$ cat src/design/assert_macros.svh
// Assertion helpers shared by the RTL; the checks compile away under synthesis.
`ifndef ASSERT_MACROS_SVH
`define ASSERT_MACROS_SVH
`ifndef SYNTHESIS
// Same-cycle implication, sampled on aclk, masked during reset.
`define ASSERT_SAME(label, ante, cons) \
    label: assert property (@(posedge aclk) disable iff (!aresetn) (ante) |-> (cons)) \
        else $error("assertion failed");
// Next-cycle implication, sampled on aclk, masked during reset.
`define ASSERT_NEXT(label, ante, cons) \
    label: assert property (@(posedge aclk) disable iff (!aresetn) (ante) |=> (cons)) \
        else $error("assertion failed");
`else
`define ASSERT_SAME(label, ante, cons)
`define ASSERT_NEXT(label, ante, cons)
`endif
`endif

$ cat src/design/erq_pkg.sv
`default_nettype none
package erq_pkg;

    // default list depth
    localparam int QUEUE_DEPTH_DEF = 16;

    // port widths
    localparam int S_DATA_W = 88;
    localparam int S_USER_W = 2;
    localparam int M_DATA_W = 96;
    localparam int M_USER_W = 3;
    localparam int OCC_W    = 5;

    // one list entry as held in the slot memory
    typedef struct packed {
        logic [31:0] deadline;
        logic [7:0]  ident;
        logic        kind;
        logic [15:0] exec;
        logic [31:0] stamp;
        logic        released;
    } entry_t;

    localparam int ENTRY_W = $bits(entry_t);

    // sequencer states
    typedef enum logic [6:0] {
        ST_IDLE     = 7'b0000001,
        ST_SCAN_RD  = 7'b0000010,
        ST_SCAN_CHK = 7'b0000100,
        ST_PLACE    = 7'b0001000,
        ST_HEAD_RD  = 7'b0010000,
        ST_HEAD_CHK = 7'b0100000,
        ST_DONE     = 7'b1000000
    } state_t;

endpackage
`default_nettype wire

$ cat src/design/erq_ram.sv
`default_nettype none
// Simple dual-port RAM: one write port, one read port, registered read data.
module erq_ram #(
    parameter int WIDTH = erq_pkg::ENTRY_W,
    parameter int DEPTH = erq_pkg::QUEUE_DEPTH_DEF
) (
    input  wire logic                     aclk,
    input  wire logic                     wr_en,
    input  wire logic [$clog2(DEPTH)-1:0] wr_addr,
    input  wire logic [WIDTH-1:0]         wr_data,
    input  wire logic [$clog2(DEPTH)-1:0] rd_addr,
    output logic      [WIDTH-1:0]         rd_data
);

    logic [WIDTH-1:0] mem [DEPTH];
    logic [WIDTH-1:0] rd_data_reg;

    always_ff @(posedge aclk) begin
        if (wr_en) begin
            mem[wr_addr] <= wr_data;
        end
        rd_data_reg <= mem[rd_addr];
    end

    assign rd_data = rd_data_reg;

endmodule
`default_nettype wire

$ cat src/design/edf_ready_queue_unit.sv
// Steps: an accepted word goes from idle through a read and a check step for each entry
// compared from the tail (n - p moved back for n held and new slot p, one more when p > 0),
// then place, head read, head check and done; without a placed insert it goes straight to
// head read. Done waits while the output register is stalled. The next word is taken once the
// sequencer is back in idle, set by the single read and write port of the slot memory.
// Reset (aresetn low, synchronous) empties the list and the output register at once.
`default_nettype none
module edf_ready_queue_unit #(
    parameter int QUEUE_DEPTH = erq_pkg::QUEUE_DEPTH_DEF
) (
    input  wire logic                          aclk,
    input  wire logic                          aresetn,
    // input words
    input  wire logic                          s_tvalid,
    output logic                               s_tready,
    // [7:0] task_ident, [23:8] exec_ticks, [55:24] deadline_tick, [87:56] now_tick
    input  wire logic [erq_pkg::S_DATA_W-1:0]  s_tdata,
    // [0] insert_valid, [1] task_kind
    input  wire logic [erq_pkg::S_USER_W-1:0]  s_tuser,
    // result words
    output logic                               m_tvalid,
    input  wire logic                          m_tready,
    // [7:0] released_ident, [23:8] released_exec, [55:24] released_deadline,
    // [87:56] release_stamp, [92:88] occupancy, [95:93] zero
    output logic      [erq_pkg::M_DATA_W-1:0]  m_tdata,
    // [0] release_valid, [1] released_kind, [2] insert_dropped
    output logic      [erq_pkg::M_USER_W-1:0]  m_tuser
);

    localparam int AW = $clog2(QUEUE_DEPTH);
    localparam int CW = $clog2(QUEUE_DEPTH + 1);
    localparam logic [erq_pkg::OCC_W-1:0] OCC_FULL = erq_pkg::OCC_W'(QUEUE_DEPTH);

    erq_pkg::state_t state_reg, state_next;
    logic [CW-1:0]   cnt_reg, cnt_next;
    logic [AW-1:0]   pos_reg, pos_next;
    erq_pkg::entry_t task_reg, task_next;
    logic [31:0]     now_reg, now_next;
    logic            drop_reg, drop_next;
    logic            rel_reg, rel_next;
    erq_pkg::entry_t head_reg, head_next;

    logic                         m_valid_reg, m_valid_next;
    logic [erq_pkg::M_DATA_W-1:0] m_data_reg, m_data_next;
    logic [erq_pkg::M_USER_W-1:0] m_user_reg, m_user_next;

    logic            ram_we;
    logic [AW-1:0]   ram_waddr;
    erq_pkg::entry_t ram_wdata;
    logic [AW-1:0]   ram_raddr;
    erq_pkg::entry_t ram_rdata;
    erq_pkg::entry_t head_upd;

    logic list_full;
    logic out_free;

    erq_ram #(
        .WIDTH (erq_pkg::ENTRY_W),
        .DEPTH (QUEUE_DEPTH)
    ) u_slots (
        .aclk    (aclk),
        .wr_en   (ram_we),
        .wr_addr (ram_waddr),
        .wr_data (ram_wdata),
        .rd_addr (ram_raddr),
        .rd_data (ram_rdata)
    );

    assign list_full = (cnt_reg == CW'(QUEUE_DEPTH));
    assign out_free  = !m_valid_reg || m_tready;
    assign s_tready  = (state_reg == erq_pkg::ST_IDLE);

    // head entry stamped and marked released
    always_comb begin
        head_upd          = ram_rdata;
        head_upd.stamp    = now_reg;
        head_upd.released = 1'b1;
    end

    // insertion sequencer: move larger deadlines back one slot from the tail, then place
    always_comb begin
        state_next = state_reg;
        cnt_next   = cnt_reg;
        pos_next   = pos_reg;
        task_next  = task_reg;
        now_next   = now_reg;
        drop_next  = drop_reg;
        rel_next   = rel_reg;
        head_next  = head_reg;
        ram_we     = 1'b0;
        ram_waddr  = pos_reg;
        ram_wdata  = task_reg;
        ram_raddr  = pos_reg - AW'(1);

        m_valid_next = m_valid_reg;
        m_data_next  = m_data_reg;
        m_user_next  = m_user_reg;
        if (m_tready) begin
            m_valid_next = 1'b0;
        end

        unique case (state_reg)
            erq_pkg::ST_IDLE: begin
                if (s_tvalid) begin
                    task_next.ident    = s_tdata[7:0];
                    task_next.exec     = s_tdata[23:8];
                    task_next.deadline = s_tdata[55:24];
                    task_next.kind     = s_tuser[1];
                    task_next.stamp    = '0;
                    task_next.released = 1'b0;
                    now_next           = s_tdata[87:56];
                    drop_next          = s_tuser[0] && list_full;
                    rel_next           = 1'b0;
                    head_next          = '0;
                    pos_next           = cnt_reg[AW-1:0];
                    if (s_tuser[0] && !list_full) begin
                        state_next = (cnt_reg == '0) ? erq_pkg::ST_PLACE
                                                     : erq_pkg::ST_SCAN_RD;
                    end else begin
                        state_next = erq_pkg::ST_HEAD_RD;
                    end
                end
            end
            erq_pkg::ST_SCAN_RD: begin
                state_next = erq_pkg::ST_SCAN_CHK;
            end
            erq_pkg::ST_SCAN_CHK: begin
                // strictly later deadline moves back; equal ones stay ahead
                if (task_reg.deadline < ram_rdata.deadline) begin
                    ram_we     = 1'b1;
                    ram_wdata  = ram_rdata;
                    pos_next   = pos_reg - AW'(1);
                    state_next = (pos_reg == AW'(1)) ? erq_pkg::ST_PLACE
                                                     : erq_pkg::ST_SCAN_RD;
                end else begin
                    state_next = erq_pkg::ST_PLACE;
                end
            end
            erq_pkg::ST_PLACE: begin
                ram_we     = 1'b1;
                cnt_next   = cnt_reg + CW'(1);
                state_next = erq_pkg::ST_HEAD_RD;
            end
            erq_pkg::ST_HEAD_RD: begin
                ram_raddr  = '0;
                state_next = erq_pkg::ST_HEAD_CHK;
            end
            erq_pkg::ST_HEAD_CHK: begin
                // release an unreleased head
                if (cnt_reg != '0 && !ram_rdata.released) begin
                    ram_we    = 1'b1;
                    ram_waddr = '0;
                    ram_wdata = head_upd;
                    rel_next  = 1'b1;
                    head_next = head_upd;
                end
                state_next = erq_pkg::ST_DONE;
            end
            erq_pkg::ST_DONE: begin
                if (out_free) begin
                    m_valid_next = 1'b1;
                    m_data_next  = {3'b000, erq_pkg::OCC_W'(cnt_reg), head_reg.stamp,
                                    head_reg.deadline, head_reg.exec, head_reg.ident};
                    m_user_next  = {drop_reg, head_reg.kind, rel_reg};
                    state_next   = erq_pkg::ST_IDLE;
                end
            end
            default: begin
                state_next = erq_pkg::ST_IDLE;
            end
        endcase
    end

    // control registers
    always_ff @(posedge aclk) begin
        if (!aresetn) begin
            state_reg   <= erq_pkg::ST_IDLE;
            cnt_reg     <= '0;
            m_valid_reg <= 1'b0;
        end else begin
            state_reg   <= state_next;
            cnt_reg     <= cnt_next;
            m_valid_reg <= m_valid_next;
        end
    end

    // payload registers
    always_ff @(posedge aclk) begin
        pos_reg    <= pos_next;
        task_reg   <= task_next;
        now_reg    <= now_next;
        drop_reg   <= drop_next;
        rel_reg    <= rel_next;
        head_reg   <= head_next;
        m_data_reg <= m_data_next;
        m_user_reg <= m_user_next;
    end

    assign m_tvalid = m_valid_reg;
    assign m_tdata  = m_data_reg;
    assign m_tuser  = m_user_reg;

    `include "assert_macros.svh"

    `ASSERT_SAME(a_cnt_bound, 1'b1, cnt_reg <= CW'(QUEUE_DEPTH))
    `ASSERT_SAME(a_drop_full, m_valid_reg && m_user_reg[2], m_data_reg[92:88] == OCC_FULL)
    `ASSERT_SAME(a_rel_nonempty, m_valid_reg && m_user_reg[0], m_data_reg[92:88] != '0)
    `ASSERT_NEXT(a_accept_busy, s_tvalid && s_tready, state_reg != erq_pkg::ST_IDLE)

endmodule
`default_nettype wire

$ cat config.mk
export PLATFORM = sky130hd
export DESIGN_NAME = edf_ready_queue_unit
export DESIGN_NICKNAME = d
export VERILOG_FILES = /design/src/design/erq_pkg.sv /design/src/design/erq_ram.sv /design/src/design/edf_ready_queue_unit.sv
export VERILOG_INCLUDE_DIRS = /design/src /design/src/design
export SDC_FILE = /design/constraint.sdc
export NUM_CORES = 2
export LEC_CHECK = 0
export BUFFER_PORTS_ARGS = -buffer_cell sky130_fd_sc_hd__buf_2
export CORE_ASPECT_RATIO = 1.4
export CORE_UTILIZATION = 34
export CTS_CLUSTER_DIAMETER = 50
export DETAILED_ROUTE_END_ITERATION = 12
export SLEW_MARGIN = 20
export SYNTH_ARGS = -nofsm -noshare
export SYNTH_HDL_FRONTEND = slang
export SYNTH_SLANG_ARGS = --single-unit
export TNS_END_PERCENT = 20
$ cat constraint.sdc
create_clock -name aclk -period 20.2 [get_ports aclk]
set_input_delay 2.02 -clock aclk [delete_from_list [all_inputs] [get_ports aclk]]
set_output_delay 2.02 -clock aclk [all_outputs]
set_load 0.02 [all_outputs]
# After elaboration in Yosys (flattened, before gate mapping)
# Memories as Yosys holds them, arrays and structs flattened. A register that Yosys moved wholly into a read port is not among the register bits.
# Cells that the tools add are included.
# classes
addsub	2
n_mul	0
n_div	0
magnitude_cmp	1
eq_ne	13
shift	0
muxes	30
bitwise_logic	0
reduce_logical	16
# op_table
op	n
$mux W90	4
$pmux W90 S2	2
$pmux W7 S7	1
$lt A32 B32 Y1	1
$mux W4	8
$mux W7	2
$mux W1	9
$ne A2 B2 Y1 const B	4
$pmux W4 S2	1
$eq A7 B1 Y1 const B	1
$eq A7 B2 Y1 const B	1
$eq A7 B3 Y1 const B	1
$eq A7 B4 Y1 const B	1
$eq A7 B5 Y1 const B	1
$eq A7 B6 Y1 const B	1
$eq A7 B7 Y1 const B	1
$reduce_and A2 Y1	3
$reduce_and A3 Y1	2
$add A5 B1 Y5 const B	1
$eq A5 B5 Y1 const B	1
$logic_not A5 Y1	1
$mux W5	1
$reduce_bool A5 Y1	1
$eq A4 B1 Y1 const B	1
7 further kinds	12
# word_totals
ff_bits	293
latchBits	0
mem_bits_rw	1440
rom_bits	0
inputBits	94
elab_cells	81
n_memories	1
# memory_table
memory	depth	width	read_ports	rd_clocked_by_memory_dff	write_ports	line_no	text
u_slots.mem	16	90	1	1	1	erq_ram.sv:15	logic [WIDTH-1:0] mem [DEPTH];

# Depth between registers and ports, before layout
# depth
depth_word	6
mapped_depth	12

# Hierarchy
# From an unflattened synthesis, not the netlist that was laid out.
# unflattened
cells_unflattened	3010
area_unflattened_um2	67290.8
# by_module_without_submodules
module	n_inst	cells_per_inst	area_per_inst_um2	seq_area_each_um2
erq_ram	1	2306	55590.8	45043.2
edf_ready_queue_unit	1	704	11700.0	8668.3

# Least setup slack after synthesis
# OpenSTA, ideal clock, no wires.
# synth_path
kind	reg-to-reg
startpoint	reg task_reg[64] (netlist bit)
endpoint	mem u_slots.mem[8][0] (netlist bit), enable pin
setup_time_ns	0.785
t_arrival_ns	10.902
path_slack_ns	8.513
path_stages_with_launch	8
synth_period_minus_slack_ns	11.687
path_cell_list	edfxtp_1 ha_1 a21o_1 a211oi_1 o21ai_1 a2111oi_2 o21ai_0 a2111oi_0
# synth_between
elab_chain_cells	5
# synth_rtl
item	line_no	text
start, declared	edf_ready_queue_unit.sv:37	erq_pkg::entry_t task_reg, task_next;
start signal, assigned	edf_ready_queue_unit.sv:190	task_reg <= task_next;
$lt A32 B32 Y1	edf_ready_queue_unit.sv:129	if (task_reg.deadline < ram_rdata.deadline) begin
$mux W1	edf_ready_queue_unit.sv:129	
$pmux W1 S3	edf_ready_queue_unit.sv:102	unique case (state_reg)
$mux W1	erq_ram.sv:19	if (wr_en) begin
$mux W1 (implied by the code)	erq_ram.sv:20	mem[wr_addr] <= wr_data;
end, declared	erq_ram.sv:15	
# Every way passes these cells.

# Worst setup path in the final report
# layout_path
startpoint	reg task_reg[63] (netlist bit)
endpoint	mem u_slots.mem[10][46] (netlist bit), enable pin
# Same word-level chain as after synthesis.

==> impl_metrics.csv <==
group,metric,value,unit
global_route,initial_antenna_violation_count,11,
placement,place.detailed.hpwl,63700,microns
critical_path,critical-path-top-delay-family,"compound AO/OA/AOI/OAI gates",
clock_network,cts_setup_buffers,0,
sta,tightest_slew,1.13,ns
synth,synth_seq_cells,1279,
critical_path,critical_path.startpoint_type,"flop",
flow_run,max_cap_violations,0,
clock_network,htree_num_levels,4,
sta,final-hold-violation-count,0,
critical_path,criticalPathCategory,"reg2reg",
floorplanning,core,141000,sq um
floorplanning,floorplan.die_area,144000,sq um
sta,post-route-period-util,22.3,%
cells_and_area,layout.cell_area.non_filler,56400,sq um
sta,holdWs,0.415,ns
synth,async_reset_ff_share,0,%
cells_and_area,final_cell_mix,"sky130_fd_sc_hd__edfxtp_1, sky130_fd_sc_hd__mux2i_1, sky130_fd_sc_hd__buf_2",
floorplanning,die_height,449,microns
cells_and_area,area.growth.synth_to_final,16.1,%
critical_path,crit_top_cell,"sky130_fd_sc_hd__buf_4",
pwr,pwr_density_cell,123,nW/um^2
sta,report.final.setup_viol,0,
cells_and_area,drive_above_1_share,17.4,%
placement,dp_worst_setup_slack,15.70,ns
clock_network,worstSkewPairLatency,0.75,ns
synth,synth_sequential_area_ratio,77.6,%
placement,count_of_input_and_output_buffers,191,
routing,detail_route.first_pass.iterations,5,
clock_network,cts_max_path_buffers,3,
critical_path,arrival,4.86,ns
cells_and_area,num-nets-final,3132,
sta,finClkSkew,0.0354,ns
sta,unrepaired_setup_endpoints_after_global_routing,"false",
critical_path,crit_buf_inv,2,
critical_path,worst_ep_required_time,20.55,ns
clock_network,tritoncts_num_sinks,1279,
cells_and_area,mostFrequentLayoutCell,"sky130_fd_sc_hd__edfxtp_1",
synth,ys_dominant_reg_cell,"sky130_fd_sc_hd__edfxtp_1",
pwr,worst_ir_drop_vdd,0.108,mV
sta,fin_ws,15.69,ns
synth,yosys_warnings,0,
synth,mappedNetlistArea,48600,sq um
sta,fin_setup_tns,0,ns
global_route,first_global_vias,25889,
floorplanning,die_w,321,microns
status,run_status,"finished clean",
floorplanning,start_util,34.4,%
pwr,finalPower,6.92,mW
global_route,grt_pass1_wl,174000,microns
routing,wire_per_inst,23.7,microns
synth,yosys-top-cells-area,"sky130_fd_sc_hd__edfxtp_1, sky130_fd_sc_hd__mux2i_1, sky130_fd_sc_hd__dfxtp_1",
sta,fmax,222,MHz
clock_network,cts_made_buffers,137,
synth,syn-mean-instance-area,17.5,sq um
cells_and_area,largest_register_ff_count,928,
routing,dr_total_vias,25815,
synth,yosys.cell_types.count,59,
critical_path,path_max_fanout,48,
min_path,min-delay-path-class,"reg2reg",
clock_network,clkTransAtPathRegs,0.06,ns
floorplanning,ios,195,
routing,drt_iter0_drc,2658,
routing,via_per_inst,5.15,
critical_path,critical-path-max-stage-delay,0.89,ns
critical_path,end_kind,"flop",
routing,drc_violations_left,0,
routing,totalWireLength,119000,microns
clock_network,clock_tree_from_tritoncts,"built",
floorplanning,rows,163,
global_route,grt_max_degree,135,
placement,gp_congestion,0.763,
clock_network,post_cts_hold_buffer_count,0,
placement,placed_cell_area,52000,sq um
synth,synth_cells,2771,
synth,synth_edf_count,1208,
clock_network,cts_root_buffer,"sky130_fd_sc_hd__clkbuf_16",
routing,route.antenna.remaining_nets,0,
global_route,grt_use_total,16.3,%
synth,yosys.area.top_type,"sky130_fd_sc_hd__edfxtp_1",
critical_path,worstPathCellList,"ha_1 -> or3_1 -> a21oi_1 -> nor3_1 -> a2111oi_2 -> o21ai_2 -> buf_4 -> a211oi_4 -> buf_4",
synth,yosysTopAreaCellShare,74.7,%
sta,relSlewSlack,24.8,%
pwr,p_leak,19.1,nW
sta,slew_viols_final,0,
critical_path,critPathSlowestCell,"sky130_fd_sc_hd__buf_4",
sta,period_needed,4.51,ns
global_route,remaining_overflow_grt,0,
clock_network,postCtsResizedCells,0,
[worst paths after layout]
check,startpoint,endpoint,slack (ns),depth (start not counted)
worst max-delay path,task_reg[63]$_DFFE_PP_,u_slots.mem[10][46]$_DFFE_PP_,15.69,9
worst min-delay path,head_reg[88]$_SDFFCE_PN0P_,m_tdata[54]$_DFFE_PP_,0.41,0
worst max register to register,task_reg[63]$_DFFE_PP_,u_slots.mem[10][46]$_DFFE_PP_,15.69,9
worst min register to register,head_reg[88]$_SDFFCE_PN0P_,m_tdata[54]$_DFFE_PP_,0.41,0
[cell usage after synthesis (3+ instances only)]
library cell and number:
sky130_fd_sc_hd__nor2_1 18, sky130_fd_sc_hd__nand3_1 11, sky130_fd_sc_hd__edfxtp_1 1208, sky130_fd_sc_hd__and3_1 60
sky130_fd_sc_hd__inv_1 40, sky130_fd_sc_hd__nand4_1 6, sky130_fd_sc_hd__buf_12 3, sky130_fd_sc_hd__buf_2 22
sky130_fd_sc_hd__o22ai_1 58, sky130_fd_sc_hd__nand2b_1 3, sky130_fd_sc_hd__a2111oi_2 5, sky130_fd_sc_hd__a211oi_1 69
sky130_fd_sc_hd__nand2_1 142, sky130_fd_sc_hd__dfxtp_1 71, sky130_fd_sc_hd__a21boi_0 3, sky130_fd_sc_hd__mux2i_1 348
sky130_fd_sc_hd__ha_1 35, sky130_fd_sc_hd__xnor2_1 6, sky130_fd_sc_hd__mux2_4 29, sky130_fd_sc_hd__o21a_1 4
sky130_fd_sc_hd__nor3_1 7, sky130_fd_sc_hd__and2_1 95, sky130_fd_sc_hd__a21oi_1 20, sky130_fd_sc_hd__o2bb2ai_1 58
sky130_fd_sc_hd__o21ai_0 133, sky130_fd_sc_hd__clkbuf_1 125, sky130_fd_sc_hd__o221ai_1 116, sky130_fd_sc_hd__nand4b_1 3
sky130_fd_sc_hd__buf_4 5, sky130_fd_sc_hd__mux2_2 27, sky130_fd_sc_hd__buf_1 7
[routing by layer]
layer / part of all wire [%] / track usage, % / up-vias
met4: 2.2 / 4.82 / 8
met1: 43 / 22.3 / 13133
met2: 47 / 26.2 / 1020
li1: - / - / 11471
met5: 0.044 / 0 / -
met3: 7.6 / 3.34 / 183
[area by class of cell]
class / count / area (sq um)
well taps: 1897 / 2370
repair buffers: 254 / 1440
inverters: 40 / 153
clock buffers: 200 / 3930
fillers: 12692 / 84900
diodes: 1 / 2.50
multi-input cells: 1291 / 10300
flip-flops and latches: 1279 / 37700
clock inverters: 53 / 477
[stage by stage]
| step | instances | utilization [%] |
|---|---|---|
| 2_1_floorplan | 2773 | - |
| 3_3_place_gp | 4761 | 36.8 |
| 3_5_place_dp | 4761 | 36.8 |
| 4_1_cts | 5014 | 39.9 |
| 5_1_grt | 5015 | 39.9 |
| 6_report | 5015 | 39.9 |
[power breakdown]
group	internal [mW]	switching (mW)
Sequential	3.14	0.0955
Combinational	0.407	0.847
Clock	1.41	1.02
[worst register-to-register path: stages, from the launching register on]
cell and delay, ns:
sky130_fd_sc_hd__edfxtp_1 0.39, sky130_fd_sc_hd__ha_1 0.30, sky130_fd_sc_hd__or3_1 0.34, sky130_fd_sc_hd__a21oi_1 0.26, sky130_fd_sc_hd__nor3_1 0.14, sky130_fd_sc_hd__a2111oi_2 0.69, sky130_fd_sc_hd__o21ai_2 0.13, sky130_fd_sc_hd__buf_4 0.26
sky130_fd_sc_hd__a211oi_4 0.65, sky130_fd_sc_hd__buf_4 0.89
[cells by family after synthesis]
group | after synthesis | synth area share, %
AO/OA/AOI/OAI | 484 | 7.11
AND/OR/NAND/NOR | 357 | 3.78
XOR/XNOR | 8 | 0.144
adder cells (fa/ha/maj) | 35 | 0.901
multiplexers | 404 | 8.69
buffers and inverters | 203 | 1.78
other | 1 | 0.00772
flip-flops | 1279 | 77.6
Note: power is estimated with default switching activity, not from simulation.
